[config.mk]
export PLATFORM = sky130hd
export DESIGN_NAME = phase_current_offset_calibrate_convert
export DESIGN_NICKNAME = d
export VERILOG_FILES = /design/src/pcocc_pkg.sv /design/src/phase_current_offset_calibrate_convert.sv /design/src/pcocc_div.sv
export SDC_FILE = /design/constraint.sdc
export NUM_CORES = 1
export LEC_CHECK = 0
export ABC_AREA = 1
export BUFFER_PORTS_ARGS = -buffer_cell sky130_fd_sc_hd__buf_2
export CORE_MARGIN = 10
export CORE_UTILIZATION = 45
export DETAILED_ROUTE_END_ITERATION = 8
export PLACE_DENSITY_LB_ADDON = 0.3
export SETUP_SLACK_MARGIN = 0.1
export SLEW_MARGIN = 30
export SYNTH_ARGS = -nofsm -noshare
export SYNTH_HDL_FRONTEND = slang
export SYNTH_HIERARCHICAL = 1
export SYNTH_SLANG_ARGS = --single-unit
[constraint.sdc]
create_clock -name aclk -period 10.3 [get_ports aclk]
set_input_delay 0 -clock aclk [delete_from_list [all_inputs] [get_ports aclk]]
set_output_delay 0 -clock aclk [all_outputs]
set_load 0.005 [all_outputs]
[src/pcocc_pkg.sv]
// Shared types and constants for the phase current offset calibration block.
// Used by the top level and by the shared divider. No dependencies.
package pcocc_pkg;

    // Input item kinds
    localparam logic [1:0] KIND_START = 2'd0;
    localparam logic [1:0] KIND_CAL   = 2'd1;
    localparam logic [1:0] KIND_CONV  = 2'd2;

    // Result kinds
    localparam logic [1:0] RK_CURRENTS = 2'd0;
    localparam logic [1:0] RK_CAL_DONE = 2'd1;
    localparam logic [1:0] RK_CAL_ERR  = 2'd2;

    // Configuration register indexes
    localparam logic [1:0] CFG_CAL_COUNT = 2'd0;
    localparam logic [1:0] CFG_GAIN_SEL  = 2'd1;
    localparam logic [1:0] CFG_LSB_UV    = 2'd2;

    localparam int CFG_W    = 16;
    localparam int LSB_W    = 11;
    localparam int GAIN_W   = 11;
    localparam int CUR_W    = 17;
    localparam int CUR_MAG_W = 16;

    localparam logic [CUR_MAG_W-1:0] CUR_LIMIT = 16'd60000;

    localparam logic [CFG_W-1:0] CAL_COUNT_RST = 16'd64;
    localparam logic [1:0]       GAIN_SEL_RST  = 2'd0;
    localparam logic [LSB_W-1:0] LSB_UV_RST    = 11'd806;

    typedef struct packed {
        logic busy;
        logic done;
    } div_stat_t;

    // Amplifier gain in mV/A
    function automatic logic [GAIN_W-1:0] gain_mv(input logic [1:0] sel);
        logic [GAIN_W-1:0] g;
        case (sel)
            2'd0:    g = 11'd150;
            2'd1:    g = 11'd300;
            2'd2:    g = 11'd600;
            2'd3:    g = 11'd1200;
            default: g = 11'd150;
        endcase
        return g;
    endfunction

endpackage

[src/phase_current_offset_calibrate_convert.sv]
// Three-phase current sense front end: offset calibration and mA conversion.
// Depends on pcocc_pkg and the shared divider pcocc_div.
//
// A start item clears the offsets and opens a calibration run (or reports a
// zero-count error); calibration items add one sample per phase, and the last
// one of a run divides each sum by the sample count. A conversion item
// subtracts the offset, multiplies by the microvolts-per-count register and
// divides by the selected gain, saturating at +-60000 mA. All divisions go
// through one restoring divider, one quotient bit per cycle over
// DW = max(ADC_BITS + COUNT_BITS, ADC_BITS + 11) bits, one phase after the
// other, and the input is not ready until the item is finished. An item with
// a result also waits while the previous result transfer is still pending.
module phase_current_offset_calibrate_convert import pcocc_pkg::*; #(
    parameter int ADC_BITS   = 12,
    parameter int COUNT_BITS = 16
) (
    input  logic                       aclk,
    input  logic                       aresetn,
    input  logic                       cfg_wr_en,
    input  logic [1:0]                 cfg_index,
    input  logic [CFG_W-1:0]           cfg_data,
    input  logic                       s_valid,
    output logic                       s_ready,
    input  logic [1:0]                 s_kind,
    input  logic [ADC_BITS-1:0]        s_sample_a,
    input  logic [ADC_BITS-1:0]        s_sample_b,
    input  logic [ADC_BITS-1:0]        s_sample_c,
    output logic                       m_valid,
    input  logic                       m_ready,
    output logic [1:0]                 m_result_kind,
    output logic signed [CUR_W-1:0]    m_current_a,
    output logic signed [CUR_W-1:0]    m_current_b,
    output logic signed [CUR_W-1:0]    m_current_c,
    output logic [ADC_BITS-1:0]        m_offset_out_a,
    output logic [ADC_BITS-1:0]        m_offset_out_b,
    output logic [ADC_BITS-1:0]        m_offset_out_c
);

    localparam int SUM_W  = ADC_BITS + COUNT_BITS;
    localparam int PROD_W = ADC_BITS + LSB_W;
    localparam int DIVD_W = (SUM_W > PROD_W) ? SUM_W : PROD_W;
    localparam int DIVS_W = (COUNT_BITS > GAIN_W) ? COUNT_BITS : GAIN_W;
    localparam logic [COUNT_BITS-1:0] COUNT_MAX = '1;

    typedef enum logic [2:0] {
        ST_IDLE,
        ST_MUL,
        ST_DGO,
        ST_DWAIT,
        ST_RESULT
    } state_t;

    state_t state_reg;

    logic [CFG_W-1:0] cal_count_reg;
    logic [1:0]       gain_sel_reg;
    logic [LSB_W-1:0] lsb_uv_reg;

    logic [SUM_W-1:0]      sums_reg [3];
    logic [COUNT_BITS-1:0] taken_reg;
    logic [ADC_BITS-1:0]   offs_reg [3];
    logic                  ofs_valid_reg;
    logic                  cal_reg;

    logic [ADC_BITS-1:0]    smp_reg [3];
    logic [1:0]             phase_reg;
    logic                   cal_mode_reg;
    logic                   neg_reg;
    logic [PROD_W-1:0]      prod_reg;
    logic signed [CUR_W-1:0] cur_reg [3];
    logic [1:0]             res_kind_reg;

    logic                    m_valid_reg;
    logic [1:0]              m_kind_reg;
    logic signed [CUR_W-1:0] m_cur_reg [3];
    logic [ADC_BITS-1:0]     m_ofs_reg [3];

    logic [ADC_BITS-1:0]   in_smp [3];
    logic [COUNT_BITS-1:0] taken_next;
    logic                  cal_finish;
    logic [ADC_BITS:0]     delta;
    logic [ADC_BITS:0]     delta_abs;
    logic [PROD_W-1:0]     prod_next;

    logic              div_start;
    logic [DIVD_W-1:0] div_dividend;
    logic [DIVS_W-1:0] div_divisor;
    logic [DIVD_W-1:0] div_quot;
    div_stat_t         div_stat;

    logic [CUR_MAG_W-1:0] cur_mag;
    logic [CUR_W-1:0]     cur_next;

    assign in_smp[0] = s_sample_a;
    assign in_smp[1] = s_sample_b;
    assign in_smp[2] = s_sample_c;

    // counter saturates; the run ends at the count or at saturation
    assign taken_next = (taken_reg < COUNT_MAX) ? taken_reg + 1'b1 : taken_reg;
    assign cal_finish = (CFG_W'(taken_next) >= cal_count_reg) || (taken_next == COUNT_MAX);

    assign delta     = {1'b0, smp_reg[phase_reg]} - {1'b0, offs_reg[phase_reg]};
    assign delta_abs = delta[ADC_BITS] ? -delta : delta;
    assign prod_next = PROD_W'(delta_abs[ADC_BITS-1:0]) * PROD_W'(lsb_uv_reg);

    assign div_start    = (state_reg == ST_DGO);
    assign div_dividend = cal_mode_reg ? DIVD_W'(sums_reg[phase_reg]) : DIVD_W'(prod_reg);
    assign div_divisor  = cal_mode_reg ? DIVS_W'(taken_reg) : DIVS_W'(gain_mv(gain_sel_reg));

    assign cur_mag  = (div_quot > DIVD_W'(CUR_LIMIT)) ? CUR_LIMIT : div_quot[CUR_MAG_W-1:0];
    assign cur_next = neg_reg ? -{1'b0, cur_mag} : {1'b0, cur_mag};

    pcocc_div #(
        .DIVD_W (DIVD_W),
        .DIVS_W (DIVS_W)
    ) u_div (
        .aclk     (aclk),
        .aresetn  (aresetn),
        .start    (div_start),
        .dividend (div_dividend),
        .divisor  (div_divisor),
        .quotient (div_quot),
        .stat     (div_stat)
    );

    always_ff @(posedge aclk) begin
        if (!aresetn) begin
            cal_count_reg <= CAL_COUNT_RST;
            gain_sel_reg  <= GAIN_SEL_RST;
            lsb_uv_reg    <= LSB_UV_RST;
        end else if (cfg_wr_en) begin
            case (cfg_index)
                CFG_CAL_COUNT: cal_count_reg <= cfg_data;
                CFG_GAIN_SEL:  gain_sel_reg  <= cfg_data[1:0];
                CFG_LSB_UV:    lsb_uv_reg    <= cfg_data[LSB_W-1:0];
                default: ;
            endcase
        end
    end

    always_ff @(posedge aclk) begin
        if (!aresetn) begin
            state_reg     <= ST_IDLE;
            m_valid_reg   <= 1'b0;
            ofs_valid_reg <= 1'b0;
            cal_reg       <= 1'b0;
            taken_reg     <= '0;
            phase_reg     <= '0;
            for (int i = 0; i < 3; i++) begin
                sums_reg[i] <= '0;
                offs_reg[i] <= '0;
            end
        end else begin
            // the result state loads the output register itself
            if (m_ready && state_reg != ST_RESULT) begin
                m_valid_reg <= 1'b0;
            end
            case (state_reg)
                ST_IDLE: begin
                    if (s_valid) begin
                        case (s_kind)
                            KIND_START: begin
                                if (cal_count_reg == '0) begin
                                    res_kind_reg <= RK_CAL_ERR;
                                    state_reg    <= ST_RESULT;
                                end else begin
                                    for (int i = 0; i < 3; i++) begin
                                        sums_reg[i] <= '0;
                                        offs_reg[i] <= '0;
                                    end
                                    taken_reg     <= '0;
                                    ofs_valid_reg <= 1'b0;
                                    cal_reg       <= 1'b1;
                                end
                            end
                            KIND_CAL: begin
                                if (cal_reg) begin
                                    for (int i = 0; i < 3; i++) begin
                                        sums_reg[i] <= sums_reg[i] + SUM_W'(in_smp[i]);
                                    end
                                    taken_reg <= taken_next;
                                    if (cal_finish) begin
                                        cal_mode_reg <= 1'b1;
                                        res_kind_reg <= RK_CAL_DONE;
                                        phase_reg    <= '0;
                                        state_reg    <= ST_DGO;
                                    end
                                end
                            end
                            KIND_CONV: begin
                                if (ofs_valid_reg) begin
                                    for (int i = 0; i < 3; i++) begin
                                        smp_reg[i] <= in_smp[i];
                                    end
                                    cal_mode_reg <= 1'b0;
                                    res_kind_reg <= RK_CURRENTS;
                                    phase_reg    <= '0;
                                    state_reg    <= ST_MUL;
                                end
                            end
                            default: ;
                        endcase
                    end
                end
                ST_MUL: begin
                    neg_reg   <= delta[ADC_BITS];
                    prod_reg  <= prod_next;
                    state_reg <= ST_DGO;
                end
                ST_DGO: begin
                    state_reg <= ST_DWAIT;
                end
                ST_DWAIT: begin
                    if (div_stat.done) begin
                        if (cal_mode_reg) begin
                            offs_reg[phase_reg] <= div_quot[ADC_BITS-1:0];
                        end else begin
                            cur_reg[phase_reg] <= cur_next;
                        end
                        if (phase_reg == 2'd2) begin
                            if (cal_mode_reg) begin
                                ofs_valid_reg <= 1'b1;
                                cal_reg       <= 1'b0;
                            end
                            state_reg <= ST_RESULT;
                        end else begin
                            phase_reg <= phase_reg + 1'b1;
                            state_reg <= cal_mode_reg ? ST_DGO : ST_MUL;
                        end
                    end
                end
                ST_RESULT: begin
                    // wait for the output register to be free
                    if (!m_valid_reg || m_ready) begin
                        m_valid_reg <= 1'b1;
                        m_kind_reg  <= res_kind_reg;
                        for (int i = 0; i < 3; i++) begin
                            m_cur_reg[i] <= (res_kind_reg == RK_CURRENTS) ? cur_reg[i] : '0;
                            m_ofs_reg[i] <= (res_kind_reg == RK_CAL_DONE) ? offs_reg[i] : '0;
                        end
                        state_reg <= ST_IDLE;
                    end
                end
                default: state_reg <= ST_IDLE;
            endcase
        end
    end

    assign s_ready        = (state_reg == ST_IDLE);
    assign m_valid        = m_valid_reg;
    assign m_result_kind  = m_kind_reg;
    assign m_current_a    = m_cur_reg[0];
    assign m_current_b    = m_cur_reg[1];
    assign m_current_c    = m_cur_reg[2];
    assign m_offset_out_a = m_ofs_reg[0];
    assign m_offset_out_b = m_ofs_reg[1];
    assign m_offset_out_c = m_ofs_reg[2];

`ifndef SYNTHESIS
    a_valid_cal_excl: assert property (@(posedge aclk) disable iff (!aresetn)
        !(ofs_valid_reg && cal_reg))
        else $error("offsets valid during a calibration run");

    a_div_done_wait: assert property (@(posedge aclk) disable iff (!aresetn)
        div_stat.done |-> state_reg == ST_DWAIT)
        else $error("divider finished outside of its wait state");

    a_div_start_idle: assert property (@(posedge aclk) disable iff (!aresetn)
        div_start |-> !div_stat.busy)
        else $error("divider started while busy");

    a_cur_no_offsets: assert property (@(posedge aclk) disable iff (!aresetn)
        (m_valid && m_result_kind == RK_CURRENTS) |->
            (m_offset_out_a == '0 && m_offset_out_b == '0 && m_offset_out_c == '0))
        else $error("current transfer carries offsets");
`endif

endmodule

[src/pcocc_div.sv]
// Shared restoring divider, one quotient bit per cycle.
// Depends on pcocc_pkg for the status struct.
module pcocc_div import pcocc_pkg::*; #(
    parameter int DIVD_W = 28,
    parameter int DIVS_W = 16
) (
    input  logic              aclk,
    input  logic              aresetn,
    input  logic              start,
    input  logic [DIVD_W-1:0] dividend,
    input  logic [DIVS_W-1:0] divisor,
    output logic [DIVD_W-1:0] quotient,
    output div_stat_t         stat
);

    localparam int CNT_W = $clog2(DIVD_W + 1);

    logic [DIVD_W-1:0] quot_reg;
    logic [DIVS_W-1:0] rem_reg;
    logic [DIVS_W-1:0] dvs_reg;
    logic [CNT_W-1:0]  cnt_reg;
    logic              busy_reg;
    logic              done_reg;

    logic [DIVS_W:0] trial;
    logic [DIVS_W:0] diff;

    assign trial = {rem_reg, quot_reg[DIVD_W-1]};
    assign diff  = trial - {1'b0, dvs_reg};

    always_ff @(posedge aclk) begin
        if (!aresetn) begin
            busy_reg <= 1'b0;
            done_reg <= 1'b0;
            cnt_reg  <= '0;
        end else begin
            // one-cycle pulse on the last quotient bit
            done_reg <= busy_reg && (cnt_reg == CNT_W'(1));
            if (start && !busy_reg) begin
                quot_reg <= dividend;
                rem_reg  <= '0;
                dvs_reg  <= divisor;
                cnt_reg  <= CNT_W'(DIVD_W);
                busy_reg <= 1'b1;
            end else if (busy_reg) begin
                // no borrow means the trial remainder covers the divisor
                if (!diff[DIVS_W]) begin
                    rem_reg <= diff[DIVS_W-1:0];
                end else begin
                    rem_reg <= trial[DIVS_W-1:0];
                end
                quot_reg <= {quot_reg[DIVD_W-2:0], ~diff[DIVS_W]};
                cnt_reg  <= cnt_reg - 1'b1;
                if (cnt_reg == CNT_W'(1)) begin
                    busy_reg <= 1'b0;
                end
            end
        end
    end

    assign quotient  = quot_reg;
    assign stat.busy = busy_reg;
    assign stat.done = done_reg;

endmodule

==> results of run 1 <==
## stage by stage
step	instances	util [%]	hold slack (ns)	worst slack [ns]
3_5_place_dp	4188	48.3	0.203	1.63
3_3_place_gp	4188	48.3	0.207	1.78
2_1_floorplan	3268	-	0.0976	0.676
4_1_cts	4351	52.1	0.0665	1.59
6_report	4351	52.1	0.102	1.52
5_1_grt	4351	52.1	0.104	0.791
## metal layers
layer  track usage [%]  vias up  share of wire, %
met2              32.6      614                48
met5                 0        -                 0
met3              3.06       90               6.3
met1              25.5    10300                44
met4              4.82        0               2.0
li1                  -    11100                 -
## worst max path at each step
stage                                    startpoint                       endpoint
after floorplan           state_reg[2]$_SDFFE_PN0P_  m_cur_reg[0][0]$_SDFFCE_PP0P_
after global placement                     register         prod_reg[20]$_DFFE_PP_
after detailed placement                   register         prod_reg[20]$_DFFE_PP_
after CTS                                  register         prod_reg[20]$_DFFE_PP_
after global routing                       register         prod_reg[20]$_DFFE_PP_
final                                      register         prod_reg[20]$_DFFE_PP_
## worst reg2reg max path, delay by kind of cell (launching register included)
family                   cells  cell delay [ns]
AND/OR/NAND/NOR             10             1.64
AO/OA/AOI/OAI               10             1.54
buffers and inverters        7             0.87
XOR/XNOR                     1             0.14
adder cells (fa/ha/maj)      8             3.42
flip-flops                   1             0.89
## timing repair
item,in CTS,in global routing
hold endpoints to repair,107,0
hold buffers,66,0
resized for setup,0,0
## layout make-up
class | instances | area (um^2)
clock buffer | 62 | 1360
clock inverter | 35 | 324
fill | 5652 | 29700
inverter | 514 | 1930
multi-input combinational | 2209 | 13000
sequential | 457 | 13100
tap | 837 | 1050
timing repair buffer | 237 | 1570
==> metrics.yaml, run 1 <==
vias: 22100
die_y_um: 271
dr.pass1.iters: 6
path_buf_inv: 7
grt_start_max_net_pins: 79
cts_inserted_buffers: 52
slew_headroom_pct: 30.7
hold_viol_final: 0
grt_setup_unrepaired: "no"
syn_area_um2: 28300
fmax_mhz: 114
cp_common_cell: "fa_1"
route.detailed.drc: 0
crit_fanout: 54
skew_ns: 0.0482
clock_latency_ns: 0.63
largest_reg_flops: 84
wire_per_inst_um: 16.5
tightest_slew_ns: 1.03
syn_inst: 3268
cpMaxStageDelayCell: "dfxtp_2"
layout-drive-gt1-share_pct: 9.13
initial_core_util_pct: 45.7
totalNegativeSetupSlack_ns: 0
final-setup-viol-count: 0
final_nets: 3786
routabilityCongestion: 0.937
critPathCaptureType: "register"
clk_pin_slew_ns: 0.06
grt_pass1_vias: 21200
route.antenna.remaining_nets: 0
clk_path_buf_depth: 3
min_path_type: "in2reg"
slowest_delay_ns: 0.89
dpl_cell_area_um2: 30000
cp.required_ns: 10.66
dieArea_um2: 73400
grt_usage_pct: 19.3
cts_max_level: 2
r2r-end: "prod_reg[20]$_DFFE_PP_"
min_period_over_period_pct: 85.2
totalWireLength_um: 71800
worstSetupPathType: "reg2reg"
area_delta_synth_final_pct: 14.1
grt-ovfl-total: 0
regToRegSetupSlack_ns: 1.52
status: "complete, no violations"
slew_viol_final: 0
num_rows: 91
syn_nets: 3583
dieWidth_um: 271
place_hpwl_um: 53300
drv_cap: 0
portBuffers: 151
startpoint_type: "register"
grt_pass1_wl_um: 115000
cts_setup_buffers: 0
crit_family: "adder cells"
clock-sinks: 457
ios: 152
antenna_found_initial: 0
crit_arrival_ns: 9.14
most-common-layout-cells: "nand2_1 (686), inv_1 (495), nor2_1 (417)"
cts_tree: "done"
via_per_inst: 5.08
whs_endpoint: "smp_reg[0][4]$_DFFE_PP_"
synth.avg_cell_area_um2: 8.67
ys_warn_count: 6
drt-initial-drc-count: 1827
root_buffer: "clkbuf_16"
final_area_um2: 32300
path_depth: 36
final_common_cell: "nand2_1"
period_minus_slack_ns: 8.78
r2r_cells: 36
hp-start: "s_sample_a[4]"
coreArea_um2: 62100
min_path_cells: 2
diodes: 0
Power of run 1 is left out: the tool's default activity adds up to more than one toggle a clock period on the data nets, which glitch-free logic cannot reach.
==> inputs of run 2 (changes only) <==
- CORE_UTILIZATION: 45 -> 56
==> run 2 against run 1 <==
Register-to-register slack gained 0.02 ns. Final cell count shrank 3.9%. First-iteration DRC count grew 24%. Maximum frequency grew 0.27%. Non-clock buffer count grew 2. Die area shrank 18%. Via count grew 4.0%. Setup slack gained 0.024 ns. Critical path depth is the same. Core utilization grew 12 points. Routed wire length grew 1.9%. Largest cell class unchanged.
==> metrics.yaml, run 2 (synthesis results as in run 1) <==
status: "complete, no violations"
num_rows: 82
root_buffer: "clkbuf_16"
grt-ovfl-total: 0
cts_max_level: 2
slowest_delay_ns: 0.77
dieArea_um2: 60000
crit_fanout: 44
routabilityCongestion: 0.982
min_path_type: "in2reg"
most-common-layout-cells: "nand2_1 (686), inv_1 (496), nor2_1 (417)"
final-setup-viol-count: 0
ff_latch_area_um2: 13100
critPathCaptureType: "register"
fin_cells: 4180
r2r-end: "prod_reg[20]$_DFFE_PP_"
die_y_um: 245
vias: 23000
slew_headroom_pct: 28.7
dr.pass1.iters: 6
totalNegativeSetupSlack_ns: 0
final_area_um2: 32100
largest_reg_flops: 84
drv_cap: 0
clock-sinks: 457
ios: 152
cts_inserted_buffers: 48
grt_pass1_vias: 22400
cp.required_ns: 10.66
clk_path_buf_depth: 3
ctsResizeCount: 0
whs_endpoint: "smp_reg[0][6]$_DFFE_PP_"
coreArea_um2: 50100
grt_usage_pct: 24.0
cp_common_cell: "fa_1"
route.antenna.remaining_nets: 0
tightest_slew_ns: 1.06
grt_setup_unrepaired: "no"
min_period_over_period_pct: 85.0
layout-drive-gt1-share_pct: 8.93
skew_ns: 0.0333
clock_latency_ns: 0.61
r2r_cells: 36
dpl_cell_area_um2: 29700
final_common_cell: "nand2_1"
n_fill_cell: 4040
via_per_inst: 5.50
cts_tree: "done"
antenna_found_initial: 3
min_path_cells: 2
dieWidth_um: 245
worstSetupPathType: "reg2reg"
regToRegSetupSlack_ns: 1.54
place_hpwl_um: 53700
multiInputGateArea_um2: 13000
hold_viol_final: 0
drt-initial-drc-count: 2260
initial_core_util_pct: 56.6
period_minus_slack_ns: 8.76
dp_cells: 4021
clk_pin_slew_ns: 0.06
grt_start_max_net_pins: 85
worst_hold_slack_ns: 0.132
fmax_mhz: 114
totalWireLength_um: 73100
grt_pass1_wl_um: 117000
cpMaxStageDelayCell: "dfxtp_2"
wire_per_inst_um: 17.5
slew_viol_final: 0
crit_arrival_ns: 9.12
portBuffers: 151
hp-start: "s_sample_a[6]"
startpoint_type: "register"
area_delta_synth_final_pct: 13.4
route.detailed.drc: 0
final_nets: 3784
-- run 2: cell count changes in the layout (fill, tap and decap cells not counted), moves of 3 or more --
cell	previous run	this run
dlygate4sd3_1	66	69
inv_6	3	0
bufinv_16	3	8
clkbuf_16	52	49
-- run 2: critical path, delay by kind of cell, from the launching register on --
family | cells | cell delay, ns
compound gates | 10 | 1.59
xor+xnor | 1 | 0.14
fa+ha+maj | 8 | 3.44
buf+inv | 7 | 0.90
flops | 1 | 0.77
simple gates | 10 | 1.65
-- run 2: layer usage --
layer / GRT usage [%] / share of wire [%] / vias up
met5: 0 / 0.018 / -
met4: 8.40 / 3.3 / 2
met1: 30.8 / 41 / 10800
met3: 4.06 / 7.0 / 165
li1: - / - / 11100
met2: 40.4 / 48 / 881
-- run 2: worst max path at each step --
stage / start / endpoint / depth (start not counted)
floorplan: state_reg[2]$_SDFFE_PN0P_ / m_cur_reg[0][0]$_SDFFCE_PP0P_ / 2
global placement: register / prod_reg[20]$_DFFE_PP_ / 36
detailed placement: register / prod_reg[20]$_DFFE_PP_ / 36
CTS: register / prod_reg[20]$_DFFE_PP_ / 36
global route: register / prod_reg[20]$_DFFE_PP_ / 36
finish: register / prod_reg[20]$_DFFE_PP_ / 36
-- run 2: stage by stage --
| stage | setup slack, ns | util [%] |
|---|---|---|
| 2_1_floorplan | 0.676 | - |
| 3_3_place_gp | 1.91 | 59.4 |
| 3_5_place_dp | 1.66 | 59.4 |
| 4_1_cts | 1.65 | 64.1 |
| 5_1_grt | 0.923 | 64.2 |
| 6_report | 1.54 | 64.2 |
-- run 2: area by class of cell --
type                       count  share of cell area (%)
clock buffer                  55                    3.89
timing repair buffer         239                    5.02
inverter                     514                    6.00
tap                          672                    2.62
clock inverter                32                    1.27
antenna                        2                  0.0156
multi-input combinational   2209                    40.4
sequential                   457                    40.8
-- run 2: timing repair --
action | 4_1_cts | 5_1_grt
buffers inserted | 0 | 0
endpoints found under the hold margin | 108 | 0
hold buffers | 69 | 0
Power of run 2 is left out for the same reason.
